## src/csq_pkg.sv

```systemverilog
// types and constants shared by the semaphore bank and its wrapper
`default_nettype none
package csq_pkg;

  localparam int OP_W        = 2;
  localparam int SEM_ID_W    = 4;
  localparam int TASK_ID_W   = 5;
  localparam int INIT_W      = 15;
  localparam int STATUS_W    = 2;
  localparam int COUNT_W     = 16;
  localparam int SEM_ID_SPAN = 1 << SEM_ID_W;
  localparam int TASK_ID_SPAN = 1 << TASK_ID_W;

  localparam logic [COUNT_W-1:0] COUNT_MIN = 16'h8000;
  localparam logic [COUNT_W-1:0] COUNT_MAX = 16'h7fff;
  localparam logic [COUNT_W-1:0] COUNT_NEG_ONE = 16'hffff;

  typedef enum logic [OP_W-1:0] {
    OP_CREATE  = 2'd0,
    OP_ACQUIRE = 2'd1,
    OP_RELEASE = 2'd2
  } op_t;

  typedef enum logic [STATUS_W-1:0] {
    ST_OK      = 2'd0,
    ST_NO_SEM  = 2'd1,
    ST_NO_SLOT = 2'd2,
    ST_LIMIT   = 2'd3
  } status_t;

  typedef struct packed {
    op_t                   op;
    logic [SEM_ID_W-1:0]   sem_id;
    logic [TASK_ID_W-1:0]  task_id;
    logic [INIT_W-1:0]     init_count;
  } req_t;

  typedef struct packed {
    status_t               status;
    logic [SEM_ID_W-1:0]   new_id;
    logic                  must_sleep;
    logic                  woken_valid;
    logic [TASK_ID_W-1:0]  woken_task;
  } rsp_t;

endpackage
`default_nettype wire

```

## src/csq_sem_bank.sv

```systemverilog
// semaphore table: counts, wait queue heads, tails and links, one update per beat
`default_nettype none
module csq_sem_bank #(
  parameter int NUM_SEMS  = 16,
  parameter int NUM_TASKS = 32
) (
  input  wire logic          clk,
  input  wire logic          rst,
  input  wire logic          fire,
  input  wire csq_pkg::req_t item,
  output csq_pkg::rsp_t      result
);
  import csq_pkg::*;

  // only slots reachable by a 4-bit id keep a count and a queue
  localparam int SEM_DEPTH  = (NUM_SEMS < SEM_ID_SPAN) ? NUM_SEMS : SEM_ID_SPAN;
  localparam int SIDX_W     = (SEM_DEPTH > 1) ? $clog2(SEM_DEPTH) : 1;
  localparam int LINK_DEPTH = (NUM_TASKS < TASK_ID_SPAN) ? NUM_TASKS : TASK_ID_SPAN;
  localparam int TID_W      = $clog2(LINK_DEPTH);
  localparam int CNT_W      = $clog2(NUM_SEMS + 1);
  localparam int CMP_W      = (CNT_W > SEM_ID_W) ? CNT_W : SEM_ID_W;

  // slots are claimed lowest first and never freed, so a fill count marks them
  logic [CNT_W-1:0]   used_count;
  logic [COUNT_W-1:0] sem_count   [SEM_DEPTH];
  logic [TID_W-1:0]   wait_head   [SEM_DEPTH];
  logic [TID_W-1:0]   wait_tail   [SEM_DEPTH];
  logic [TID_W-1:0]   next_waiter [LINK_DEPTH];

  logic [TID_W-1:0]   tid_map [TASK_ID_SPAN];

  logic [SIDX_W-1:0]  sidx;
  logic [TID_W-1:0]   tid;
  logic [COUNT_W-1:0] c;
  logic [TID_W-1:0]   h;
  logic [TID_W-1:0]   t;
  logic               sem_ok;

  logic               fill_inc;
  logic               cnt_we;
  logic [SIDX_W-1:0]  cnt_widx;
  logic [COUNT_W-1:0] cnt_wdata;
  logic               head_we;
  logic [TID_W-1:0]   head_wdata;
  logic               tail_we;
  logic               link_we;

  // task id folded into range, a constant table
  for (genvar v = 0; v < TASK_ID_SPAN; v++) begin : g_tid_map
    assign tid_map[v] = TID_W'(v % NUM_TASKS);
  end

  assign sidx   = item.sem_id[SIDX_W-1:0];
  assign tid    = tid_map[item.task_id];
  assign c      = sem_count[sidx];
  assign h      = wait_head[sidx];
  assign t      = wait_tail[sidx];
  assign sem_ok = CMP_W'(item.sem_id) < CMP_W'(used_count);

  always_comb begin
    result     = '0;
    fill_inc   = 1'b0;
    cnt_we     = 1'b0;
    cnt_widx   = sidx;
    cnt_wdata  = c;
    head_we    = 1'b0;
    head_wdata = tid;
    tail_we    = 1'b0;
    link_we    = 1'b0;
    case (item.op)
      OP_CREATE: begin
        if (used_count < CNT_W'(NUM_SEMS)) begin
          fill_inc      = 1'b1;
          result.status = ST_OK;
          result.new_id = SEM_ID_W'(used_count);
          if (used_count < CNT_W'(SEM_DEPTH)) begin
            cnt_we    = 1'b1;
            cnt_widx  = used_count[SIDX_W-1:0];
            cnt_wdata = {1'b0, item.init_count};
          end
        end else begin
          result.status = ST_NO_SLOT;
        end
      end
      OP_ACQUIRE: begin
        if (!sem_ok) begin
          result.status = ST_NO_SEM;
        end else if (c == COUNT_MIN) begin
          result.status = ST_LIMIT;
        end else begin
          cnt_we    = 1'b1;
          cnt_wdata = c - COUNT_W'(1);
          if (c == '0) begin
            // empty queue: caller becomes head and tail
            head_we           = 1'b1;
            tail_we           = 1'b1;
            result.must_sleep = 1'b1;
          end else if (c[COUNT_W-1]) begin
            link_we           = 1'b1;
            tail_we           = 1'b1;
            result.must_sleep = 1'b1;
          end
        end
      end
      OP_RELEASE: begin
        if (!sem_ok) begin
          result.status = ST_NO_SEM;
        end else if (c == COUNT_MAX) begin
          result.status = ST_LIMIT;
        end else begin
          cnt_we    = 1'b1;
          cnt_wdata = c + COUNT_W'(1);
          if (c[COUNT_W-1]) begin
            result.woken_valid = 1'b1;
            result.woken_task  = TASK_ID_W'(h);
            // last waiter leaves the head as it is
            if (c != COUNT_NEG_ONE) begin
              head_we    = 1'b1;
              head_wdata = next_waiter[h];
            end
          end
        end
      end
      default: begin
        result = '0;
      end
    endcase
  end

  always_ff @(posedge clk) begin
    if (rst) begin
      used_count <= '0;
    end else if (fire && fill_inc) begin
      used_count <= used_count + CNT_W'(1);
    end
  end

  always_ff @(posedge clk) begin
    if (fire) begin
      if (cnt_we) begin
        sem_count[cnt_widx] <= cnt_wdata;
      end
      if (head_we) begin
        wait_head[sidx] <= head_wdata;
      end
      if (tail_we) begin
        wait_tail[sidx] <= tid;
      end
      if (link_we) begin
        next_waiter[t] <= tid;
      end
    end
  end

endmodule
`default_nettype wire

```

## src/counting_semaphore_wait_queue.sv

```systemverilog
// a request beat is held in the request stage, then its response in the response register
// throughput: one request per cycle unless the response side stalls, set by the single
// table update in csq_sem_bank; the response register frees the input stage whenever
// the response side takes a beat; reset clears the slot fill count and both valid flags;
// counts, queue heads, tails and links hold no reset and are written before any read
// top level: request stage, semaphore table and response register
`default_nettype none
module counting_semaphore_wait_queue #(
  parameter int NUM_SEMS  = 16,
  parameter int NUM_TASKS = 32
) (
  input  wire logic          clk,
  input  wire logic          rst,
  input  wire logic          req_valid,
  output logic               req_ready,
  input  wire csq_pkg::req_t req,
  output logic               rsp_valid,
  input  wire logic          rsp_ready,
  output csq_pkg::rsp_t      rsp
);
  import csq_pkg::*;

  logic  s1_valid;
  req_t  s1_item;
  logic  s1_adv;
  rsp_t  result;

  assign s1_adv    = s1_valid && (!rsp_valid || rsp_ready);
  assign req_ready = !s1_valid || s1_adv;

  always_ff @(posedge clk) begin
    if (rst) begin
      s1_valid <= 1'b0;
    end else if (req_valid && req_ready) begin
      s1_valid <= 1'b1;
    end else if (s1_adv) begin
      s1_valid <= 1'b0;
    end
  end

  always_ff @(posedge clk) begin
    if (req_valid && req_ready) begin
      s1_item <= req;
    end
  end

  csq_sem_bank #(
    .NUM_SEMS  (NUM_SEMS),
    .NUM_TASKS (NUM_TASKS)
  ) u_bank (
    .clk    (clk),
    .rst    (rst),
    .fire   (s1_adv),
    .item   (s1_item),
    .result (result)
  );

  always_ff @(posedge clk) begin
    if (rst) begin
      rsp_valid <= 1'b0;
    end else if (s1_adv) begin
      rsp_valid <= 1'b1;
    end else if (rsp_ready) begin
      rsp_valid <= 1'b0;
    end
  end

  always_ff @(posedge clk) begin
    if (s1_adv) begin
      rsp <= result;
    end
  end

`ifndef NO_ASSERTIONS
  // a stalled request stage keeps its beat until the table takes it
  a_s1_hold: assert property (@(posedge clk) disable iff (rst)
    s1_valid && rsp_valid && !rsp_ready |=> s1_valid && $stable(s1_item))
    else $error("request stage lost or changed a stalled beat");

  // an accepted request always lands in the request stage
  a_s1_fill: assert property (@(posedge clk) disable iff (rst)
    req_valid && req_ready |=> s1_valid)
    else $error("accepted request beat did not reach the request stage");

  // sleeping and waking never come from the same operation
  a_sleep_wake: assert property (@(posedge clk) disable iff (rst)
    rsp_valid |-> !(rsp.must_sleep && rsp.woken_valid))
    else $error("response both sleeps and wakes");

  // a failed operation reports nothing else
  a_fail_clean: assert property (@(posedge clk) disable iff (rst)
    rsp_valid && rsp.status != ST_OK |->
      rsp.new_id == '0 && !rsp.must_sleep && !rsp.woken_valid)
    else $error("failed operation carries side results");
`endif

endmodule
`default_nettype wire
```

## config.mk

```make
export PLATFORM = sky130hd
export DESIGN_NAME = counting_semaphore_wait_queue
export DESIGN_NICKNAME = d
export VERILOG_FILES = /design/src/csq_pkg.sv /design/src/csq_sem_bank.sv /design/src/counting_semaphore_wait_queue.sv
export SDC_FILE = /design/constraint.sdc
export NUM_CORES = 1
export LEC_CHECK = 0
export BUFFER_PORTS_ARGS = -buffer_cell sky130_fd_sc_hd__buf_2
export CORE_MARGIN = 2
export CORE_UTILIZATION = 63
export DETAILED_ROUTE_END_ITERATION = 6
export PLACE_DENSITY_LB_ADDON = 0.05
export SKIP_LAST_GASP = 1
export SLEW_MARGIN = 20
export SYNTH_ARGS = -nofsm -noshare
export SYNTH_HDL_FRONTEND = slang
export SYNTH_SLANG_ARGS = --single-unit
```

## constraint.sdc

```tcl
create_clock -name clk -period 4.75 [get_ports clk]
set_input_delay 1.425 -clock clk [delete_from_list [all_inputs] [get_ports clk]]
set_output_delay 1.425 -clock clk [all_outputs]
set_load 0.05 [all_outputs]
```

* After elaboration in Yosys (flattened, before gate mapping)
Memory sizes are Yosys's and may differ from the RTL's. A register that Yosys moved wholly into a read port is not among the register bits. Index checks and enable logic that the tools add are counted.
Storage, ports and cells: flip-flop bits (word level) 46, bits in writable memories 576, bits in read-only memories 160, bits of input ports 30, output and inout port bits 15, word-level logic and storage cells 111, memories 5
Memories:
- u_bank.sem_count | depth 16, bits a word 16, rd ports 1, clocked after Yosys merged registers in 1, wr ports 1, RTL line csq_sem_bank.sv:25 | logic [COUNT_W-1:0] sem_count [SEM_DEPTH];
- (name not given) | depth 32, bits a word 5, rd ports 1, clocked after Yosys merged registers in 0, wr ports 0, RTL line csq_sem_bank.sv:54 | assign tid = tid_map[item.task_id];
- u_bank.next_waiter | depth 32, bits a word 5, rd ports 1, clocked after Yosys merged registers in 0, wr ports 1, RTL line csq_sem_bank.sv:28 | logic [TID_W-1:0] next_waiter [LINK_DEPTH];
- u_bank.wait_head | depth 16, bits a word 5, rd ports 1, clocked after Yosys merged registers in 1, wr ports 1, RTL line csq_sem_bank.sv:26 | logic [TID_W-1:0] wait_head [SEM_DEPTH];
- u_bank.wait_tail | depth 16, bits a word 5, rd ports 1, clocked after Yosys merged registers in 1, wr ports 1, RTL line csq_sem_bank.sv:27 | logic [TID_W-1:0] wait_tail [SEM_DEPTH];
Cells by class: $add $sub $neg 3, magnitude comparators 3, equal/unequal tests 5, muxes and demuxes 65, bitwise logic cells 4, reduce and logical (&&, ||, !) cells 14
Operators by type and width (count):
- $mux W16 | 5
- $pmux W16 S3 | 1
- $mux W1 | 38
- $mux W5 | 7
- $mux W4 | 5
- $add A16 B1 Y16 const B | 1
- $eq A16 B15 Y1 const B | 1
- $eq A16 B16 Y1 const B | 1
- $logic_not A16 Y1 | 1
- $ne A16 B16 Y1 const B | 1
- $sub A16 B1 Y16 const B | 1
- $mux W2 | 5
- $ge A6 B6 Y1 const B | 1
- $mux W6 | 1
- $not A5 Y6 | 1
- $pmux W2 S3 | 1
- $add A5 B1 Y5 const B | 1
- $lt A4 B5 Y1 | 1
- $lt A5 B5 Y1 const B | 1
- $reduce_bool A2 Y1 | 2
- $reduce_or A4 Y1 | 1
- $logic_and A1 B1 Y1 | 3
- $not A1 Y1 | 3
- $pmux W1 S3 | 1
- other kinds (8) | 10

* Depth between registers and ports, before layout
Gate-level depths: netlist (run 1).
depth in word-level cells 9, depth in mapped cells 16, mapped depth without buffers 12

* Modules after synthesis
From an unflattened synthesis (run 1), not the netlist that was laid out.
Second synthesis, totals: cells, all modules 1477, area, all modules 25976.2 sq um
By module, submodules not included:
- csq_sem_bank | instances 1, cells each 1428, area an instance 24701.2 sq um, sequential area each 17396.7 sq um
- counting_semaphore_wait_queue | instances 1, cells each 49, area an instance 1275.0 sq um, sequential area each 1211.2 sq um

* Worst setup path before layout (run 1)
OpenSTA, ideal clock, no wires.
path type flip-flop to flip-flop, start register with a tool-made name, end memory u_bank.sem_count[13][0], enable pin, library setup time 388 ps, arrival 3656 ps, required time 4362 ps, setup slack 706 ps, stages on the path, launching flop included 16, buffers on the path 4, period minus slack after synthesis 4044 ps, path through dfxtp_1 > buf_6 > buf_12 > buf_12 > buf_12 > mux4_2 > nor3_1 > a211oi_1 > inv_1 > ha_1 > nand3_1 > nor3_1 > a21oi_1 > o21ai_1 > o32a_1 > nor2_1
RTL lines (RTL line):
- end, declared | csq_sem_bank.sv:25

==> results of run 1 <==
[cell usage after synthesis, drive strengths merged, types with 17 or more instances]
cell    number
nor4        17
a221oi      23
a21oi       28
mux4       135
a22oi       34
edfxtp     615
mux2i       51
nor2       110
clkbuf      28
nand3       17
buf         43
inv         21
nand2       77
o21ai       29
[registers in the layout, indices dropped and copies added, names as in the netlist, 5 cells and up, named ones only]
name / cells
rsp: 13
s1_item: 26
u_bank.next_waiter: 160
u_bank.sem_count: 256
u_bank.used_count: 5
u_bank.wait_head: 80
u_bank.wait_tail: 80
[routing by layer]
layer	track usage [%]	vias to the layer above	part of all wire [%]
li1	-	6154	-
met1	41.3	7328	40
met2	49.8	702	50
met3	3.30	120	6.5
met4	11.9	0	3.6
met5	0	-	0
[critical path: stages (launching register included)]
cell     delay, ps
dfxtp_4        490
buf_12         220
mux4_1         630
mux4_2         550
buf_4          190
a221o_1        300
buf_4          150
nor3_1         420
nand3_1        140
a21oi_1        180
buf_4          180
nand3_1        200
nor2_1         460
[cells by family (layout without fill, tap and decap cells)]
group | Yosys count | after routing | synth area share, %
AND/OR/NAND/NOR | 322 | 322 | 5.98
XOR/XNOR | 5 | 5 | 0.169
buffers and inverters | 92 | 280 | 1.85
AO/OA/AOI/OAI | 185 | 185 | 5.16
adder cells (fa/ha/maj) | 11 | 11 | 0.531
other | 0 | 1 | 0
flip-flops | 626 | 626 | 72.2
multiplexers | 191 | 191 | 14.1
[worst paths after layout]
check	to
setup / recovery	u_bank.wait_head[7][0]
hold / removal	rsp_valid
setup reg to reg	u_bank.wait_head[7][0]
hold reg to reg	rsp_valid
[layout make-up]
cell class / count / area (um^2)
sequential: 626 / 18700
fill: 2486 / 11500
multi-input combinational: 714 / 6790
clock buffer: 81 / 1650
timing repair buffer: 150 / 1050
tap: 532 / 666
clock inverter: 28 / 293
inverter: 21 / 78.8
antenna: 1 / 2.50
[power groups by stage]
| stage | Sequential [uW] | Clock, uW | Combinational [uW] |
|---|---|---|---|
| 5_1_grt | 6230 | 4970 | 1380 |
| 2_1_floorplan | 6350 | 0 | 781 |
| 4_1_cts | 6230 | 4760 | 1300 |
| 3_3_place_gp | 6340 | 0 | 1270 |
| 3_5_place_dp | 6350 | 0 | 1290 |
| 6_report | 6230 | 4720 | 1300 |
[stage by stage]
step           worst slack (ps)  hold WS, ps
4_1_cts                     192          541
5_1_grt                    55.0          575
3_5_place_dp                231          529
2_1_floorplan               706          483
6_report                    252          541
3_3_place_gp                308          498
[what timing repair did]
action | in CTS | in global routing
hold buffers | 0 | 0
resized for setup | 0 | 2
setup endpoints to repair | 0 | 64
==> summary.md, run 1 <==
| Metric | Value |
|---|---|
| Status | `finished, final reports clean` |
| Most common cell after layout, fill and taps aside | `edfxtp_1` |
| FF+latch count, synth | `626` |
| Clock skew | `22.8 ps` |
| Sum Neg Setup Slack | `0 ps` |
| Final Slew Violations | `0` |
| Vias in the first global route | `between 10,000 and 15,000` |
| Final Cell Area | `just under 30,000 um^2` |
| Cell variety after synth | `67` |
| Async set or reset register ratio after synthesis | `0%` |
| R2R Setup Slk | `roughly 250 ps` |
| First-pass DRT Iterations | `5` |
| Slew @ Worst Pin | `1140 ps` |
| # Post-CTS Setup Buffers | `0` |
| Critical Path End Type | `register` |
| Most common flop cell mapped by yosys | `edfxtp_1` |
| Slew headroom | `around a quarter` |
| Starting Density | `between 60% and 70%` |
| Syn Inst Count | `~1,400` |
| Fin cells | `approximately 2,200` |
| Clock tree root buffer cell | `clkbuf_16` |
| Die Span Y | `around 210 um` |
| Share of the synthesized area in the top cell type | `just over 70%` |
| Worst Setup Path Type | `register to register` |
| First-pass GRT wire length | `roughly 91,000 um` |
| Endpoints failing hold | `0` |
| Synthesis-to-finish area growth | `12.9%` |
| Combinational power share | `about a tenth` |
| DP Area | `around 27,000 um^2` |
| Vias per std cell | `roughly 6.6` |
| Switching share of power | `a little under a quarter` |
| Seq pwr share | `between 50% and 60%` |
| Synth Cell Area | `between 20,000 and 30,000 um^2` |
| Clk sinks | `626` |
| Chip Width | `207 um` |
| Inst Count DP | `between 2,000 and 2,500` |
| Post-route ant nets | `0` |
| WP data required | `about 5000 ps` |
| Leak Pwr | `between 0.009 and 0.01 uW` |
| Share of cells above drive strength 1 | `between 20% and 30%` |
| Crit share post-route | `between 90% and 100%` |
| Die area | `42,700 um^2` |
| Port bufs | `between 40 and 50` |
| RSZ-0062 raised after global routing | `false` |
| DRC errors left | `0` |
| Gr usage total | `around 30%` |
| Core area | `around 41,000 um^2` |
| Yosys warnings | `0` |
| Wirelength per Cell | `about 29 um` |
| Most frequent cells in the layout | `edfxtp_1, mux4_2, buf_4, nor2_1, nand2_1` |
| Num rows | `74` |
| Largest net degree at the start of global routing | `50` |
| Mean Syn Cell Area | `about 18 um^2` |
| Worst-path clk slew | `approximately 60 ps` |
| Tmin final | `4500 ps` |
| Synth area leaders | `edfxtp_1, mux4_2, mux2i_1` |
| H-tree Lvls | `2` |
| Syn_nets | `1,473` |
| Clock power frac | `roughly 39%` |
| CP Max Fanout | `17` |
| Arrival @ worst endpoint | `4740 ps` |
| Maximum clock rate | `222 MHz` |
| Startpoint types | `register` |
| CTS tree | `yes` |
| R2R cell count | `12` |
| Antenna violations before repair | `2` |
| Hold Path Class | `register to register` |
| Nets@finish | `1,613` |
| Worst hold start | `s1_valid` |
| Utilization after layout | `71.8%` |
| Gp weighted congestion | `between 0.9 and 1` |
| I/O Pins | `45` |
| P_sw | `about 2800 uW` |
| Pwr/cell area | `about 420 nW/um^2` |
| CTS max path bufs | `3` |
| Post-Route WL | `61,800 um` |
| Overall power | `12,200 uW` |
| Post-synth top area cell | `edfxtp_1` |
| Via count | `approximately 14,000` |
| Post-DP HPWL | `between 40,000 and 50,000 um` |
| Grt ovf | `0` |
| Worst hold stages | `2` |
| Initial DRC Count | `~1,500` |
| CTS Buf Count | `slightly below 60` |
| Clk_lat worst skew | `620 ps` |
| Post-synthesis sequential area ratio | `between 70% and 80%` |
| Post-synth EDFFs | `615` |
| Max VDD drop | `approximately 0.35 mV` |
| P_int | `between 9000 and 10,000 uW` |
| Endpoints failing setup | `0` |
| Max cap viols | `0` |
Power figures use the tool's default switching activity.
==> run 2: changes to the inputs <==
==> constraint.sdc (replaced) <==
create_clock -name clk -period 4.75 [get_ports clk]
set_input_delay 0.95 -clock clk [delete_from_list [all_inputs] [get_ports clk]]
set_output_delay 0.95 -clock clk [all_outputs]
set_load 0.05 [all_outputs]
==> run 2 against run 1 <==
First-iteration DRC count decreased by 0.72%. Design area about the same. Global-route usage decreased by 0.10 points. Clock power decreased by 2%. Die area unchanged. Power decreased by 0.65%. Count of clock-buffer cells in the layout decreased by 11. Final cell count about the same. Maximum frequency decreased by 1.4%. Clock skew about the same. Critical endpoint is now u_bank.wait_tail[3][3].
==> summary.md, run 2 (same netlist as run 1, synthesis figures left out) <==
| Metric | Value |
|---|---|
| Hold Slack | `505 ps (-36.4 ps)` |
| Most frequent cells in the layout | `edfxtp_1, mux4_2, buf_4, nor2_1, nand2_1` |
| WP data required | `5080 ps (+80 ps)` |
| Crit share post-route | `96.0% (+1.3 points)` |
| Initial DRC Count | `1,517 (-0.72%)` |
| Leak Pwr | `0.00960 uW (about the same)` |
| Clk sinks | `626 (unchanged)` |
| Max cap viols | `0 (unchanged)` |
| Most flops, register | `u_bank.sem_count` |
| Worst Setup Path Type | `register to register` |
| Nets@finish | `1,613 (unchanged)` |
| Sum Neg Setup Slack | `0 ps (unchanged)` |
| Slew headroom | `25.8% (+1.6 points)` |
| Utilization after layout | `71.7% (about the same)` |
| Post-DP HPWL | `41,600 um (-1.2%)` |
| Clock tree root buffer cell | `clkbuf_16` |
| Endpoints failing hold | `0 (unchanged)` |
| Max reg flops | `256 (unchanged)` |
| DRC errors left | `0 (unchanged)` |
| Worst-path clk slew | `60 ps (about the same)` |
| R2R Setup Slk | `190 ps (-60 ps)` |
| Largest net degree at the start of global routing | `50 (unchanged)` |
| Share of cells above drive strength 1 | `24.4% (+0.22 points)` |
| R2R cell count | `14 (+2)` |
| H-tree Lvls | `2 (unchanged)` |
| Critical Path End Type | `register` |
| Vias per std cell | `6.67 (+0.38%)` |
| Slew @ Worst Pin | `1110 ps (-23.9 ps)` |
| Chip Width | `207 um (unchanged)` |
| Starting Density | `63.6% (unchanged)` |
| # Post-CTS Setup Buffers | `0 (unchanged)` |
| CTS Buf Count | `59 (unchanged)` |
| Fin worst setup slack | `190 ps (-62.1 ps)` |
| Antenna violations before repair | `3 (+1)` |
| Final Slew Violations | `0 (unchanged)` |
| Port bufs | `44 (unchanged)` |
| Vias in the first global route | `14,100 (-0.24%)` |
| CP Max Fanout | `28 (+11)` |
| Final Cell Area | `29,200 um^2 (about the same)` |
| First-pass DRT Iterations | `6 (+1)` |
| Place WS | `220 ps (-11.3 ps)` |
| Wirelength per Cell | `28.6 um (-0.33%)` |
| Gr usage total | `29.8% (-0.10 points)` |
| First-pass GRT wire length | `90,900 um (-0.32%)` |
| Fillers | `2,505 (+0.76%)` |
| Arrival @ worst endpoint | `4890 ps (+150 ps)` |
| Endpoints failing setup | `0 (unchanged)` |
| Status | `finished, final reports clean` |
| Clock skew | `22.4 ps (-0.446 ps)` |
| Via count | `14,300 (+0.29%)` |
| RSZ-0062 raised after global routing | `false` |
| Pwr/cell area | `416 nW/um^2 (-0.59%)` |
| Clk_lat worst skew | `620 ps (about the same)` |
| Most common cell after layout, fill and taps aside | `edfxtp_1` |
| Core area | `40,700 um^2 (unchanged)` |
| Post_cts resized | `0 (unchanged)` |
| I/O Pins | `45 (unchanged)` |
| Tmin final | `4560 ps (+62.1 ps)` |
| Max VDD drop | `0.414 mV (+18%)` |
| Leading registers by flop count | `u_bank.sem_count x256, u_bank.next_waiter x160` |
| Reg-to-Reg End | `u_bank.wait_tail[3][3]` |
| Gp weighted congestion | `0.994 (+3.2%)` |
| Post-route ant nets | `0 (unchanged)` |
| Hold Path Class | `input pin to register` |
| Startpoint types | `register` |
| Die Span Y | `207 um (unchanged)` |
| CTS Hold Bufs | `0 (unchanged)` |
| Post-Route WL | `61,500 um (-0.42%)` |
| CTS tree | `yes` |
| Maximum clock rate | `219 MHz (-1.4%)` |
| Grt ovf | `0 (unchanged)` |
| Critical path destination | `u_bank.wait_tail[3][3]` |
| Synthesis-to-finish area growth | `12.8% (about the same)` |
| Die area | `42,700 um^2 (unchanged)` |
| DP Area | `27,300 um^2 (about the same)` |
| Num rows | `74 (unchanged)` |
| CTS max path bufs | `3 (unchanged)` |
==> run 2: worst min-delay path by stage <==
stage                     cells after the start                  from              endpoint  slack [ps]
after floorplan                               2  u_bank.used_count[2]  u_bank.used_count[4]         480
after global placement                        2              s1_valid             rsp_valid         500
after detailed placement                      2              s1_valid             rsp_valid         510
after CTS                                     1               req[17]           s1_item[17]         480
after global routing                          1               req[24]           s1_item[24]         490
final                                         1               req[15]           s1_item[15]         510
==> run 2: area by class of cell <==
type                            instances  area, um^2  share of cell area, %
Sequential cell                       626       18700                   64.0
Multi-Input combinational cell        714        6780                   23.2
Clock buffer                           70        1580                   5.40
Timing Repair Buffer                  150        1080                   3.69
Tap cell                              532         666                   2.28
Clock inverter                         37         332                   1.13
Inverter                               21        78.8                  0.270
Antenna cell                            1        2.50                0.00857
==> run 2: where the power goes <==
part / total, uW / switching [uW] / internal (uW) / leakage, uW
clock network: 4630 / 1990 / 2640 / 0.000939
registers: 6220 / 29.6 / 6190 / 0.00566
logic: 1320 / 821 / 497 / 0.00299
total: 12200 / 2840 / 9330 / 0.00960
==> run 2: per-layer routing <==
metal | vias up | share of wire, % | track usage (%)
li1 | 6161 | - | -
met1 | 7311 | 39 | 41.4
met2 | 767 | 50 | 49.9
met3 | 106 | 7.6 | 3.69
met4 | 0 | 3.1 | 10.2
met5 | - | 0 | 0
==> run 2: critical path, cell delays in order (launching register included) <==
cell and delay (ps):
dfxtp_4 370, buf_12 140, buf_12 230, buf_4 190, mux4_1 560, a22o_1 280
nor2_1 200, buf_4 190, nand4_1 120, nor4b_1 650, nand2_1 140, xnor2_1 170
nand2b_1 390, nor4_1 390, buf_4 220
==> run 2: stage by stage <==
step / total power [uW] / cells
2_1_floorplan: 7140 / 1432
3_3_place_gp: 7630 / 2043
3_5_place_dp: 7640 / 2043
4_1_cts: 12200 / 2150
5_1_grt: 12500 / 2151
6_report: 12200 / 2151
